[src/hdl/frsp_pkg.sv]
package frsp_pkg;

	localparam int DEF_MAX_FRAME_SAMPLES = 4096;
	localparam int DEF_SAMPLE_BITS       = 16;

	localparam int CFG_IDX_W  = 1;
	localparam int CFG_DATA_W = 16;
	localparam int GAIN_W     = 10;
	localparam int CENTER_W   = 16;
	localparam int PROB_W     = 16;

	localparam logic [CFG_IDX_W-1:0] CFG_SIGMOID_GAIN = 1'b0;
	localparam logic [CFG_IDX_W-1:0] CFG_RMS_CENTER   = 1'b1;

	localparam logic [GAIN_W-1:0]   GAIN_RESET   = 10'd300;
	localparam logic [CENTER_W-1:0] CENTER_RESET = 16'd524;

	typedef enum logic [3:0] {
		S_IDLE,
		S_SQUARE,
		S_ACCUM,
		S_DIV,
		S_SQINIT,
		S_SQRT,
		S_SIGMUL,
		S_SIGLUT,
		S_SIGMUL2,
		S_OUT
	} state_t;

	typedef struct packed {
		logic capture;
		logic square;
		logic accum;
		logic div_init;
		logic div_step;
		logic sqrt_init;
		logic sqrt_step;
		logic sig_mul;
		logic sig_lut;
		logic sig_mul2;
		logic load_out;
	} cmd_t;

	typedef struct packed {
		logic frame_end;
	} sts_t;

	function automatic int cnt_width(input int max_samples);
		return $clog2(max_samples + 1);
	endfunction

	function automatic int sum_width(input int sb, input int max_samples);
		return 2 * sb - 2 + cnt_width(max_samples);
	endfunction

	function automatic int shl_amount(input int sb);
		return (sb <= 17) ? 2 * (17 - sb) : 0;
	endfunction

	function automatic int shr_amount(input int sb);
		return (sb > 17) ? 2 * (sb - 17) : 0;
	endfunction

	function automatic int rad_width(input int sb, input int max_samples);
		int w;
		w = sum_width(sb, max_samples) + shl_amount(sb);
		return w + (w % 2);
	endfunction

	function automatic int root_width(input int sb, input int max_samples);
		return rad_width(sb, max_samples) / 2;
	endfunction

	function automatic int step_width(input int sb, input int max_samples);
		int m;
		m = sum_width(sb, max_samples);
		if (root_width(sb, max_samples) > m) m = root_width(sb, max_samples);
		return $clog2(m);
	endfunction

	// logistic samples at 0, 0.5, ... 8.0 in q0.16
	function automatic logic [15:0] sig_tab(input logic [4:0] idx);
		logic [15:0] v;
		case (idx)
			5'd0:    v = 16'd32768;
			5'd1:    v = 16'd40793;
			5'd2:    v = 16'd47911;
			5'd3:    v = 16'd53581;
			5'd4:    v = 16'd57724;
			5'd5:    v = 16'd60565;
			5'd6:    v = 16'd62428;
			5'd7:    v = 16'd63615;
			5'd8:    v = 16'd64357;
			5'd9:    v = 16'd64816;
			5'd10:   v = 16'd65097;
			5'd11:   v = 16'd65269;
			5'd12:   v = 16'd65374;
			5'd13:   v = 16'd65438;
			5'd14:   v = 16'd65476;
			5'd15:   v = 16'd65500;
			default: v = 16'd65514;
		endcase
		return v;
	endfunction

endpackage

[src/hdl/frsp_ctrl.sv]
module frsp_ctrl #(
	parameter int MAX_FRAME_SAMPLES = frsp_pkg::DEF_MAX_FRAME_SAMPLES,
	parameter int SAMPLE_BITS       = frsp_pkg::DEF_SAMPLE_BITS
) (
	input  logic           clk,
	input  logic           arst_n,
	input  logic           in_valid,
	output logic           in_ready,
	output logic           out_valid,
	input  logic           out_ready,
	input  frsp_pkg::sts_t sts,
	output frsp_pkg::cmd_t cmd
);
	import frsp_pkg::*;

	localparam int SUM_W  = sum_width(SAMPLE_BITS, MAX_FRAME_SAMPLES);
	localparam int ROOT_W = root_width(SAMPLE_BITS, MAX_FRAME_SAMPLES);
	localparam int STEP_W = step_width(SAMPLE_BITS, MAX_FRAME_SAMPLES);

	state_t state_q, state_d;
	logic [STEP_W-1:0] step_q, step_d;
	logic out_valid_q;

	always_ff @(posedge clk or negedge arst_n) begin
		if (!arst_n) begin
			state_q     <= S_IDLE;
			step_q      <= '0;
			out_valid_q <= 1'b0;
		end else begin
			state_q <= state_d;
			step_q  <= step_d;
			if (cmd.load_out) begin
				out_valid_q <= 1'b1;
			end else if (out_ready) begin
				out_valid_q <= 1'b0;
			end
		end
	end

	always_comb begin
		state_d  = state_q;
		step_d   = step_q;
		cmd      = '0;
		in_ready = 1'b0;
		case (state_q)
			S_IDLE: begin
				in_ready = 1'b1;
				if (in_valid) begin
					cmd.capture = 1'b1;
					state_d     = S_SQUARE;
				end
			end
			S_SQUARE: begin
				cmd.square = 1'b1;
				state_d    = S_ACCUM;
			end
			S_ACCUM: begin
				cmd.accum = 1'b1;
				if (sts.frame_end) begin
					cmd.div_init = 1'b1;
					step_d       = STEP_W'(SUM_W - 1);
					state_d      = S_DIV;
				end else begin
					state_d = S_IDLE;
				end
			end
			S_DIV: begin
				cmd.div_step = 1'b1;
				step_d       = step_q - 1'b1;
				if (step_q == '0) begin
					state_d = S_SQINIT;
				end
			end
			S_SQINIT: begin
				cmd.sqrt_init = 1'b1;
				step_d        = STEP_W'(ROOT_W - 1);
				state_d       = S_SQRT;
			end
			S_SQRT: begin
				cmd.sqrt_step = 1'b1;
				step_d        = step_q - 1'b1;
				if (step_q == '0) begin
					state_d = S_SIGMUL;
				end
			end
			S_SIGMUL: begin
				cmd.sig_mul = 1'b1;
				state_d     = S_SIGLUT;
			end
			S_SIGLUT: begin
				cmd.sig_lut = 1'b1;
				state_d     = S_SIGMUL2;
			end
			S_SIGMUL2: begin
				cmd.sig_mul2 = 1'b1;
				state_d      = S_OUT;
			end
			S_OUT: begin
				if (!out_valid_q || out_ready) begin
					cmd.load_out = 1'b1;
					state_d      = S_IDLE;
				end
			end
			default: begin
				state_d = S_IDLE;
			end
		endcase
	end

	assign out_valid = out_valid_q;

endmodule

[src/hdl/frsp_dp.sv]
module frsp_dp #(
	parameter int MAX_FRAME_SAMPLES = frsp_pkg::DEF_MAX_FRAME_SAMPLES,
	parameter int SAMPLE_BITS       = frsp_pkg::DEF_SAMPLE_BITS
) (
	input  logic                                 clk,
	input  logic                                 arst_n,
	input  frsp_pkg::cmd_t                       cmd,
	output frsp_pkg::sts_t                       sts,
	input  logic signed [SAMPLE_BITS-1:0]        sample,
	input  logic                                 frame_end,
	input  logic                                 cfg_valid,
	output logic                                 cfg_ready,
	input  logic [frsp_pkg::CFG_IDX_W-1:0]       cfg_index,
	input  logic [frsp_pkg::CFG_DATA_W-1:0]      cfg_data,
	output logic [frsp_pkg::PROB_W-1:0]          speech_prob
);
	import frsp_pkg::*;

	localparam int SB     = SAMPLE_BITS;
	localparam int SQ_W   = 2 * SB - 1;
	localparam int CNT_W  = cnt_width(MAX_FRAME_SAMPLES);
	localparam int SUM_W  = sum_width(SB, MAX_FRAME_SAMPLES);
	localparam int SHL    = shl_amount(SB);
	localparam int SHR    = shr_amount(SB);
	localparam int RAD_W  = rad_width(SB, MAX_FRAME_SAMPLES);
	localparam int ROOT_W = root_width(SB, MAX_FRAME_SAMPLES);
	localparam logic [CNT_W-1:0] CNT_MAX = CNT_W'(MAX_FRAME_SAMPLES);
	localparam logic [19:0] MAG_CLAMP = 20'h80000;

	logic [GAIN_W-1:0]   gain_q;
	logic [CENTER_W-1:0] center_q;
	logic [SB-1:0]       mag_q;
	logic                fend_q;
	logic [SQ_W-1:0]     sq_q;
	logic [SUM_W-1:0]    sum_q;
	logic [CNT_W-1:0]    cnt_q;
	logic [CNT_W-1:0]    drem_q;
	logic [RAD_W-1:0]    rad_q;
	logic [ROOT_W:0]     srem_q;
	logic [ROOT_W-1:0]   root_q;
	logic signed [27:0]  arg_q;
	logic                neg_q;
	logic [15:0]         base_q;
	logic [15:0]         delta_q;
	logic [14:0]         frac_q;
	logic [16:0]         p_q;
	logic [PROB_W-1:0]   prob_q;

	logic [SB-1:0]       mag_in;
	logic [CNT_W:0]      drem_sh;
	logic                dbit;
	logic [ROOT_W+1:0]   srem_sh;
	logic [ROOT_W+1:0]   trial;
	logic [15:0]         rms;
	logic signed [16:0]  diff;
	logic [27:0]         amag;
	logic [19:0]         aclamp;
	logic [4:0]          idx;
	logic [30:0]         prod;
	logic [16:0]         pfin;

	assign mag_in  = sample[SB-1] ? (~sample + 1'b1) : sample;
	assign drem_sh = {drem_q, sum_q[SUM_W-1]};
	assign dbit    = (drem_sh >= {1'b0, cnt_q});
	assign srem_sh = {srem_q[ROOT_W-1:0], rad_q[RAD_W-1:RAD_W-2]};
	assign trial   = {root_q, 2'b01};
	assign rms     = (|root_q[ROOT_W-1:16]) ? 16'hFFFF : root_q[15:0];
	assign diff    = $signed({1'b0, rms}) - $signed({1'b0, center_q});
	assign amag    = arg_q[27] ? 28'(-arg_q) : 28'(arg_q);
	assign aclamp  = (amag > 28'(MAG_CLAMP)) ? MAG_CLAMP : amag[19:0];
	assign idx     = aclamp[19:15];
	assign prod    = delta_q * frac_q;
	assign pfin    = neg_q ? (17'h10000 - p_q) : p_q;

	always_ff @(posedge clk or negedge arst_n) begin
		if (!arst_n) begin
			gain_q   <= GAIN_RESET;
			center_q <= CENTER_RESET;
			sum_q    <= '0;
			cnt_q    <= '0;
		end else begin
			if (cfg_valid) begin
				case (cfg_index)
					CFG_SIGMOID_GAIN: gain_q   <= cfg_data[GAIN_W-1:0];
					CFG_RMS_CENTER:   center_q <= cfg_data[CENTER_W-1:0];
					default: ;
				endcase
			end
			if (cmd.accum && (cnt_q < CNT_MAX)) begin
				sum_q <= sum_q + SUM_W'(sq_q);
				cnt_q <= cnt_q + 1'b1;
			end else if (cmd.div_step) begin
				sum_q <= {sum_q[SUM_W-2:0], dbit};
			end else if (cmd.sqrt_init) begin
				sum_q <= '0;
				cnt_q <= '0;
			end
		end
	end

	always_ff @(posedge clk) begin
		if (cmd.capture) begin
			mag_q  <= mag_in;
			fend_q <= frame_end;
		end
		if (cmd.square) begin
			sq_q <= SQ_W'(mag_q) * SQ_W'(mag_q);
		end
		if (cmd.div_init) begin
			drem_q <= '0;
		end else if (cmd.div_step) begin
			drem_q <= dbit ? CNT_W'(drem_sh - {1'b0, cnt_q}) : drem_sh[CNT_W-1:0];
		end
		if (cmd.sqrt_init) begin
			rad_q  <= (RAD_W'(sum_q) << SHL) >> SHR;
			srem_q <= '0;
			root_q <= '0;
		end else if (cmd.sqrt_step) begin
			rad_q <= {rad_q[RAD_W-3:0], 2'b00};
			if (srem_sh >= trial) begin
				srem_q <= (ROOT_W+1)'(srem_sh - trial);
				root_q <= {root_q[ROOT_W-2:0], 1'b1};
			end else begin
				srem_q <= srem_sh[ROOT_W:0];
				root_q <= {root_q[ROOT_W-2:0], 1'b0};
			end
		end
		if (cmd.sig_mul) begin
			arg_q <= 28'($signed({1'b0, gain_q})) * 28'(diff);
		end
		if (cmd.sig_lut) begin
			neg_q  <= arg_q[27];
			frac_q <= aclamp[14:0];
			base_q <= sig_tab(idx);
			if (idx[4]) begin
				delta_q <= '0;
			end else begin
				delta_q <= sig_tab(idx + 5'd1) - sig_tab(idx);
			end
		end
		if (cmd.sig_mul2) begin
			p_q <= {1'b0, base_q} + {1'b0, prod[30:15]};
		end
		if (cmd.load_out) begin
			prob_q <= pfin[16] ? 16'hFFFF : pfin[15:0];
		end
	end

	assign sts.frame_end = fend_q;
	assign cfg_ready     = 1'b1;
	assign speech_prob   = prob_q;

endmodule

[src/hdl/frame_rms_speech_probability.sv]
// frame rms speech probability
// input channel: in_valid/in_ready with sample (signed) and frame_end; one
// request per audio sample, frame_end high on the last sample of a frame
// output channel: out_valid/out_ready with speech_prob (q0.16), one request
// per frame, issued only for samples with frame_end set
// config channel: cfg_valid/cfg_ready, cfg_index 0 = sigmoid_gain,
// 1 = rms_center; cfg_ready is always high, write only while idle
// processing: a sample without frame_end passes capture, square and
// accumulate; a frame end adds a restoring divide of one quotient bit per
// cycle over the sum width (43 at default), a step that loads the radicand, a
// square root of one root bit per cycle (23 at default) and steps of sigmoid
// multiply, lookup, multiply and output load; the next request is taken only
// after the output load, which waits while a prior result is still pending
// samples beyond MAX_FRAME_SAMPLES in one frame are ignored until frame_end
// reset: accumulator empty, registers at 300 and 524, no result pending
// a result waits in the output register while out_ready is low; the next
// frame may accumulate meanwhile, and its own result waits until it is taken
module frame_rms_speech_probability #(
	parameter int MAX_FRAME_SAMPLES = frsp_pkg::DEF_MAX_FRAME_SAMPLES,
	parameter int SAMPLE_BITS       = frsp_pkg::DEF_SAMPLE_BITS
) (
	input  logic                            clk,
	input  logic                            arst_n,
	input  logic                            in_valid,
	output logic                            in_ready,
	input  logic signed [SAMPLE_BITS-1:0]   sample,
	input  logic                            frame_end,
	output logic                            out_valid,
	input  logic                            out_ready,
	output logic [frsp_pkg::PROB_W-1:0]     speech_prob,
	input  logic                            cfg_valid,
	output logic                            cfg_ready,
	input  logic [frsp_pkg::CFG_IDX_W-1:0]  cfg_index,
	input  logic [frsp_pkg::CFG_DATA_W-1:0] cfg_data
);
	import frsp_pkg::*;

	cmd_t cmd;
	sts_t sts;

	frsp_ctrl #(
		.MAX_FRAME_SAMPLES(MAX_FRAME_SAMPLES),
		.SAMPLE_BITS(SAMPLE_BITS)
	) u_ctrl (
		.clk(clk),
		.arst_n(arst_n),
		.in_valid(in_valid),
		.in_ready(in_ready),
		.out_valid(out_valid),
		.out_ready(out_ready),
		.sts(sts),
		.cmd(cmd)
	);

	frsp_dp #(
		.MAX_FRAME_SAMPLES(MAX_FRAME_SAMPLES),
		.SAMPLE_BITS(SAMPLE_BITS)
	) u_dp (
		.clk(clk),
		.arst_n(arst_n),
		.cmd(cmd),
		.sts(sts),
		.sample(sample),
		.frame_end(frame_end),
		.cfg_valid(cfg_valid),
		.cfg_ready(cfg_ready),
		.cfg_index(cfg_index),
		.cfg_data(cfg_data),
		.speech_prob(speech_prob)
	);

`ifndef NO_ASSERTIONS
	a_no_overwrite: assert property (@(posedge clk) disable iff (!arst_n)
		(out_valid && !out_ready) |-> !cmd.load_out)
		else $error("pending result overwritten");

	a_single_phase: assert property (@(posedge clk) disable iff (!arst_n)
		$onehot0({cmd.capture, cmd.square, cmd.div_step, cmd.sqrt_init,
			cmd.sqrt_step, cmd.sig_mul, cmd.sig_lut, cmd.sig_mul2, cmd.load_out}))
		else $error("more than one datapath phase active");

	a_load_shows: assert property (@(posedge clk) disable iff (!arst_n)
		cmd.load_out |=> out_valid)
		else $error("loaded result not presented");

	a_busy_no_accept: assert property (@(posedge clk) disable iff (!arst_n)
		(cmd.div_step || cmd.sqrt_step) |-> !in_ready)
		else $error("input taken during frame computation");
`endif

endmodule

[config.mk]
export PLATFORM = sky130hd
export DESIGN_NAME = frame_rms_speech_probability
export DESIGN_NICKNAME = d
export VERILOG_FILES = /design/src/hdl/frsp_pkg.sv /design/src/hdl/frsp_ctrl.sv /design/src/hdl/frsp_dp.sv /design/src/hdl/frame_rms_speech_probability.sv
export SDC_FILE = /design/constraint.sdc
export NUM_CORES = 2
export LEC_CHECK = 0
export BUFFER_PORTS_ARGS = -buffer_cell sky130_fd_sc_hd__buf_2
export CAP_MARGIN = 20
export CORE_ASPECT_RATIO = 1.75
export CORE_UTILIZATION = 40
export DETAILED_ROUTE_END_ITERATION = 6
export HOLD_SLACK_MARGIN = 0.03
export PLACE_DENSITY = 0.63
export SKIP_CTS_REPAIR_TIMING = 1
export SLEW_MARGIN = 10
export SYNTH_ARGS = -nofsm -noshare
export SYNTH_HDL_FRONTEND = slang
export SYNTH_SLANG_ARGS = --single-unit
export TNS_END_PERCENT = 100
[constraint.sdc]
create_clock -name clk -period 22 [get_ports clk]
set_clock_uncertainty 0.1 [all_clocks]
set_input_delay 3.3 -clock clk [delete_from_list [all_inputs] [get_ports clk]]
set_output_delay 3.3 -clock clk [all_outputs]
set_load 0.05 [all_outputs]
# Yosys cells after proc, flatten, opt, wreduce, memory -nomap -nowiden
# Memory sizes are Yosys's and may differ from the RTL's. A register that Yosys moved wholly into a read port is not among the register bits.
# Index checks and enable logic that the tools add are counted.
dict set report op_classes {
  n_reduce_logical 17
  order_cmp 4
  n_eq_ne 15
  bitwise 2
  addsub 12
  muxes 45
  n_mul 3
}
# cell n
set op_table {}
lappend op_table {{$mux 43} 3}
lappend op_table {{$mux 16} 6}
lappend op_table {{$mux 45} 2}
lappend op_table {{$mux 13} 4}
lappend op_table {{$add 43x31->43} 1}
lappend op_table {{$pmux 4 s10} 1}
lappend op_table {{$mul 16x15->31} 1}
lappend op_table {{$mul 16x16->31} 1}
lappend op_table {{$gt 28x20->1 const B} 1}
lappend op_table {{$mul 11x17->28} 1}
lappend op_table {{$mux 28} 1}
lappend op_table {{$neg 28->28} 1}
lappend op_table {{$ge 25x25->1} 1}
lappend op_table {{$mux 23} 1}
lappend op_table {{$sub 23x23->23} 1}
lappend op_table {{$mux 20} 1}
lappend op_table {{$pmux 6 s3} 1}
lappend op_table {{$add 16x16->17} 1}
lappend op_table {{$mux 17} 1}
lappend op_table {{$sub 16x16->17} 1}
lappend op_table {{$sub 17x17->17 const A} 1}
lappend op_table {{$add 16x1->16 const B} 1}
lappend op_table {{$eq 4x3->1 const B} 4}
lappend op_table {{$mux 1} 16}
lappend op_table {{other kinds (29)} 45}
dict set report totals {
  inputBits 39
  wordCells 124
  mem_count 3
  reg_bits 353
  mem_bits_ro 720
}
# memory depth width read_ports rd_clocked_by_memory_dff wr line_no
set mem_list {}
lappend mem_list {{(no name shown)} 16 15 1 1 0 frsp_pkg.sv:85} ;# case (idx)
lappend mem_list {{(no name shown)} 16 15 1 0 0 frsp_pkg.sv:85}
lappend mem_list {{(no name shown)} 16 15 1 0 0 frsp_pkg.sv:85}

# Depth between registers and ports, before layout
# An unclocked memory read counts as a cell.
dict set report depth {
  ltp_word 10
  depth_mapped 34
}

# Hierarchy
# A second synthesis with hierarchy kept.
dict set report hier_totals {
  hier_cells 4463
  area_unflattened_um2 41768.8
}
# module instances cells_each area_each_um2
set modules_own_cells {}
lappend modules_own_cells {frsp_dp 1 4377 40991.8}
lappend modules_own_cells {frsp_ctrl 1 86 777.0}

# Worst setup path before layout
# No wires, ideal clock.
dict set report synth_timing {
  path_type {register to register}
  from {register u_dp.root_q[17]}
  to {register u_dp.arg_q[24], data pin}
  path_buffers 2
  t_required_ns 21.641
  arrival_time_ns 7.852
  slack_ns 13.788
  stages_incl_launch_ff 32
  setup_time_ns 0.259
  cell_sequence {dfxtp_1 -> nor4_1 -> clkbuf_1 -> nand3_1 -> fa_1 -> a21o_1 -> a21oi_1 -> o21bai_1 -> a21oi_1 -> o21bai_1 -> a211oi_1 -> nor2_1 -> a211o_1 -> a21oi_1 -> clkbuf_1 -> nand2_1 -> fa_1 -> inv_1 -> fa_1 -> fa_1 -> fa_1 -> inv_1 -> fa_1 -> inv_1 -> ha_1 -> a21o_1 -> a21oi_1 -> o21ai_0 -> a211oi_1 -> o21bai_1 -> a21oi_1 -> xnor2_1}
}
dict set report synth_between {
  elab_chain_cells 4
}
# item line_no
set synth_rtl {}
lappend synth_rtl {{start: declaration} frsp_dp.sv:40} ;# logic [ROOT_W-1:0] root_q;
lappend synth_rtl {{start signal: assignment} frsp_dp.sv:122} ;# root_q <= {root_q[ROOT_W-2:0], 1'b1};
lappend synth_rtl {{start signal: assignment} frsp_dp.sv:125} ;# root_q <= {root_q[ROOT_W-2:0], 1'b0};
lappend synth_rtl {{$reduce_or 7->1} frsp_dp.sv:67} ;# assign rms = (|root_q[ROOT_W-1:16]) ? 16'hFFFF : root_q[15:0];
lappend synth_rtl {{$mux 16} frsp_dp.sv:67}
lappend synth_rtl {{$sub 16x16->17} frsp_dp.sv:68} ;# assign diff = $signed({1'b0, rms}) - $signed({1'b0, center_q});
lappend synth_rtl {{$mul 11x17->28} frsp_dp.sv:129} ;# arg_q <= 28'($signed({1'b0, gain_q})) * 28'(diff);
lappend synth_rtl {{end signal: assignment} frsp_dp.sv:129}
lappend synth_rtl {{end: declaration} frsp_dp.sv:41} ;# logic signed [27:0] arg_q;
# No other way between the ends.
# A chain may end at the register's enable or synchronous reset.

# Final worst setup path
dict set report layout_timing {
  from {register u_dp.frac_q[5]}
  to {register u_dp.p_q[16], data pin}
}
dict set report layout_between {
  elab_chain_cells 2
}
# item line_no
set layout_rtl {}
lappend layout_rtl {{start: declaration} frsp_dp.sv:45} ;# logic [14:0] frac_q;
lappend layout_rtl {{start signal: assignment} frsp_dp.sv:133} ;# frac_q <= aclamp[14:0];
lappend layout_rtl {{$mul 16x15->31} frsp_dp.sv:72} ;# assign prod = delta_q * frac_q;
lappend layout_rtl {{$add 16x16->17} frsp_dp.sv:142} ;# p_q <= {1'b0, base_q} + {1'b0, prod[30:15]};
lappend layout_rtl {{end signal: assignment} frsp_dp.sv:142}
lappend layout_rtl {{end: declaration} frsp_dp.sv:46} ;# logic [16:0] p_q;
# No other way between the ends.

==> impl_results.md <==
- Final min period: 9.18 ns
- Remaining DRCs: 1
- Slew @ Worst Pin: 1.04 ns
- I/O Pins: 58
- Initial DRC Count: 1,168
- Die height: 428 um
- Drt pass-1 iters: 7
- Netlist cell types: 101
- Crit path largest cell delay: 0.63 ns
- Antenna Nets Post-Route: 0
- Largest net degree at the start of global routing: 72
- Most common cell in the netlist: inv_1
- Final TNS setup: 0 ns
- Critical path startpoint category: register
- Die W: 245 um
- Row cnt: 156
- Placed cell area: 0.0432 mm^2
- CTS tree: built
- Via/cell ratio: 5.18
- CTS Buffer Depth: 3
- Final nets: 5,359
- Headroom to the max-slew limit: 30.2%
- Syn Inst Count: 4,458
- Worst Path Arrival: 9.39 ns
- CTS Root Cell: clkbuf_16
- Die area: 0.105 mm^2
- Hold WC Path Type: reg2reg
- RSZ-0062 raised after global routing: false
- CTS sink cnt: 351
- Gp weighted congestion: 0.919
- Mapped Nets: 5,379
- Sequential element share of the synthesized area: 22.8%
- Fin util: 43.1%
- DR vias: 30,100
- Yosys reg bits: 351
- CP endpoint kind: register
- Skew-Pair Late Insertion Delay: 0.59 ns
- PortBufs: 56
- CTS Buf Count: 37
- Starting density of the core: 40.3%
- All-Layer GR Usage: 18.9%
- Slowest-stage cell, CP: edfxtp_1
- Vias in the first global route: 32,000
- Synth Flop Type: edfxtp_1
- Top post-synthesis cells by area: fa_1 (24%), edfxtp_1 (14%), ha_1 (12%)
- Top cell type's share of synthesized area: 24.1%
- Final Hold Viols: 0
- Final Cell Area: 0.0444 mm^2
- Failing checks: DRC
- Floorplan Core Area: 0.103 mm^2
- First-pass GRT wire length: 160,000 um
- Initial antenna violation count: 1
- WL final: 97,300 um
- FILL cells: 10,100
- CP most frequent cell: fa_1
- Setup violators final: 0
- Number of max-cap violations: 0
- Post-synth top area cell: fa_1
- Gr ovfl total: 0
- Post-DP HPWL: 77,900 um
- Largest fanout on the critical path: 16
- Run status: complete, but fails checks
- Htree depth: 2
- CP required: 22.21 ns
- Hold Slack: 0.363 ns
- Mapped cell area: 0.0415 mm^2
- F_max: 109 MHz
- Average wire per standard cell: 16.7 um
- YS warnings: 0
- Max-slew violations: 0
- Clk pin slew, worst setup/hold paths: 0.07 ns
- Ys async rst share: 26.5%
- Post-synth EDFFs: 198
- Layout cells sized above 1: 5.26%
- CP Class: reg2reg
- Synth cell count leaders: inv_1 (740), nand2_1 (548), fa_1 (500), ha_1 (382), and2_1 (263)
- Syn-to-layout area delta: 7.08%
- Fin crit share: 41.7%
- Syn_area_per_cell: 9.31 um^2
## metrics by stage
| stage | setup slack (ns) | cells |
|---|---|---|
| CTS | 12.80 | 5806 |
| floorplan | 13.79 | 4458 |
| global placement | 12.33 | 5739 |
| detailed placement | 12.91 | 5740 |
| global route | 12.39 | 5809 |
| finish | 12.82 | 5809 |
## area by class of cell
cell class                      instances  area (um^2)  area share, %
Clock inverter                         16          193          0.434
Clock buffer                           50         1050           2.36
Timing Repair Buffer                   88          527           1.19
Inverter                              741         2780           6.26
Multi-Input combinational cell       3219        28700           64.6
Sequential cell                       351         9480           21.3
Antenna cell                            1         2.50        0.00563
Tap cell                             1343         1680           3.78
## cell usage in the layout, fill, tap and decap left out, types with 60 or more instances in the layout
| cell type | instances |
|---|---|
| edfxtp_1 | 198 |
| a21o_1 | 62 |
| mux2i_1 | 64 |
| a21oi_1 | 153 |
| inv_1 | 739 |
| nand3_1 | 64 |
| nor3_1 | 66 |
| xnor2_1 | 145 |
| xor2_1 | 83 |
| and2_1 | 263 |
| dfxtp_1 | 60 |
| dfrtp_1 | 86 |
| nor2_1 | 210 |
| ha_1 | 382 |
| o21ai_0 | 129 |
| fa_1 | 500 |
| nand2_1 | 548 |
## logic make-up (layout without fill, tap and decap cells)
family,Yosys count,in the layout,share of synthesized area [%]
other,1,2,0.00904
buffers and inverters,888,895,8.08
AOI/OAI and AO/OA,654,654,10.4
DFF,351,351,22.8
and+or+nand+nor,1355,1355,15.7
adders and majority gates,882,882,35.6
xor gates and xnor gates,229,229,4.85
muxes,98,98,2.48
## state kept, by name, summed over array words and instances, names as in the netlist, 16 cells and up
register / count
u_dp.mag_q: 16
u_dp.delta_q: 16
u_dp.rad_q: 44
u_dp.sq_q: 30
u_dp.speech_prob: 16
u_dp.p_q: 17
u_dp.srem_q: 23
u_dp.arg_q: 28
u_dp.sum_q: 43
u_dp.center_q: 16
u_dp.root_q: 23
## worst max-delay path: cells and delay by family, from the launching register on
family	cells	cell delay, ns
buf+inv	5	0.45
flops	1	0.63
compound gates	14	3.33
simple gates	2	0.51
fa+ha+maj	8	3.72
xor+xnor	1	0.14
## path summary, 6_finish.rpt
path | start | slack [ns] | cells after the start | endpoint
max in group asynchronous | arst_n | 17.96 | 2 | u_dp.center_q[8]
max | u_dp.frac_q[5] | 12.82 | 30 | u_dp.p_q[16]
min | u_dp.root_q[11] | 0.36 | 2 | u_dp.root_q[11]
min in group asynchronous | arst_n | 2.56 | 1 | u_dp.sum_q[13]
max reg2reg | u_dp.frac_q[5] | 12.82 | 30 | u_dp.p_q[16]
min reg2reg | u_dp.root_q[11] | 0.36 | 2 | u_dp.root_q[11]
## per-layer routing
metal,part of all wire [%],track usage [%],vias to the layer above
li1,-,-,14500
met1,37,20.3,14900
met2,56,36.8,480
met3,2.2,1.23,195
met4,4.5,8.74,0
met5,0,0,-
Power is left out: the tool's default activity adds up to more than one toggle a clock period on the data nets, which glitch-free logic cannot reach.
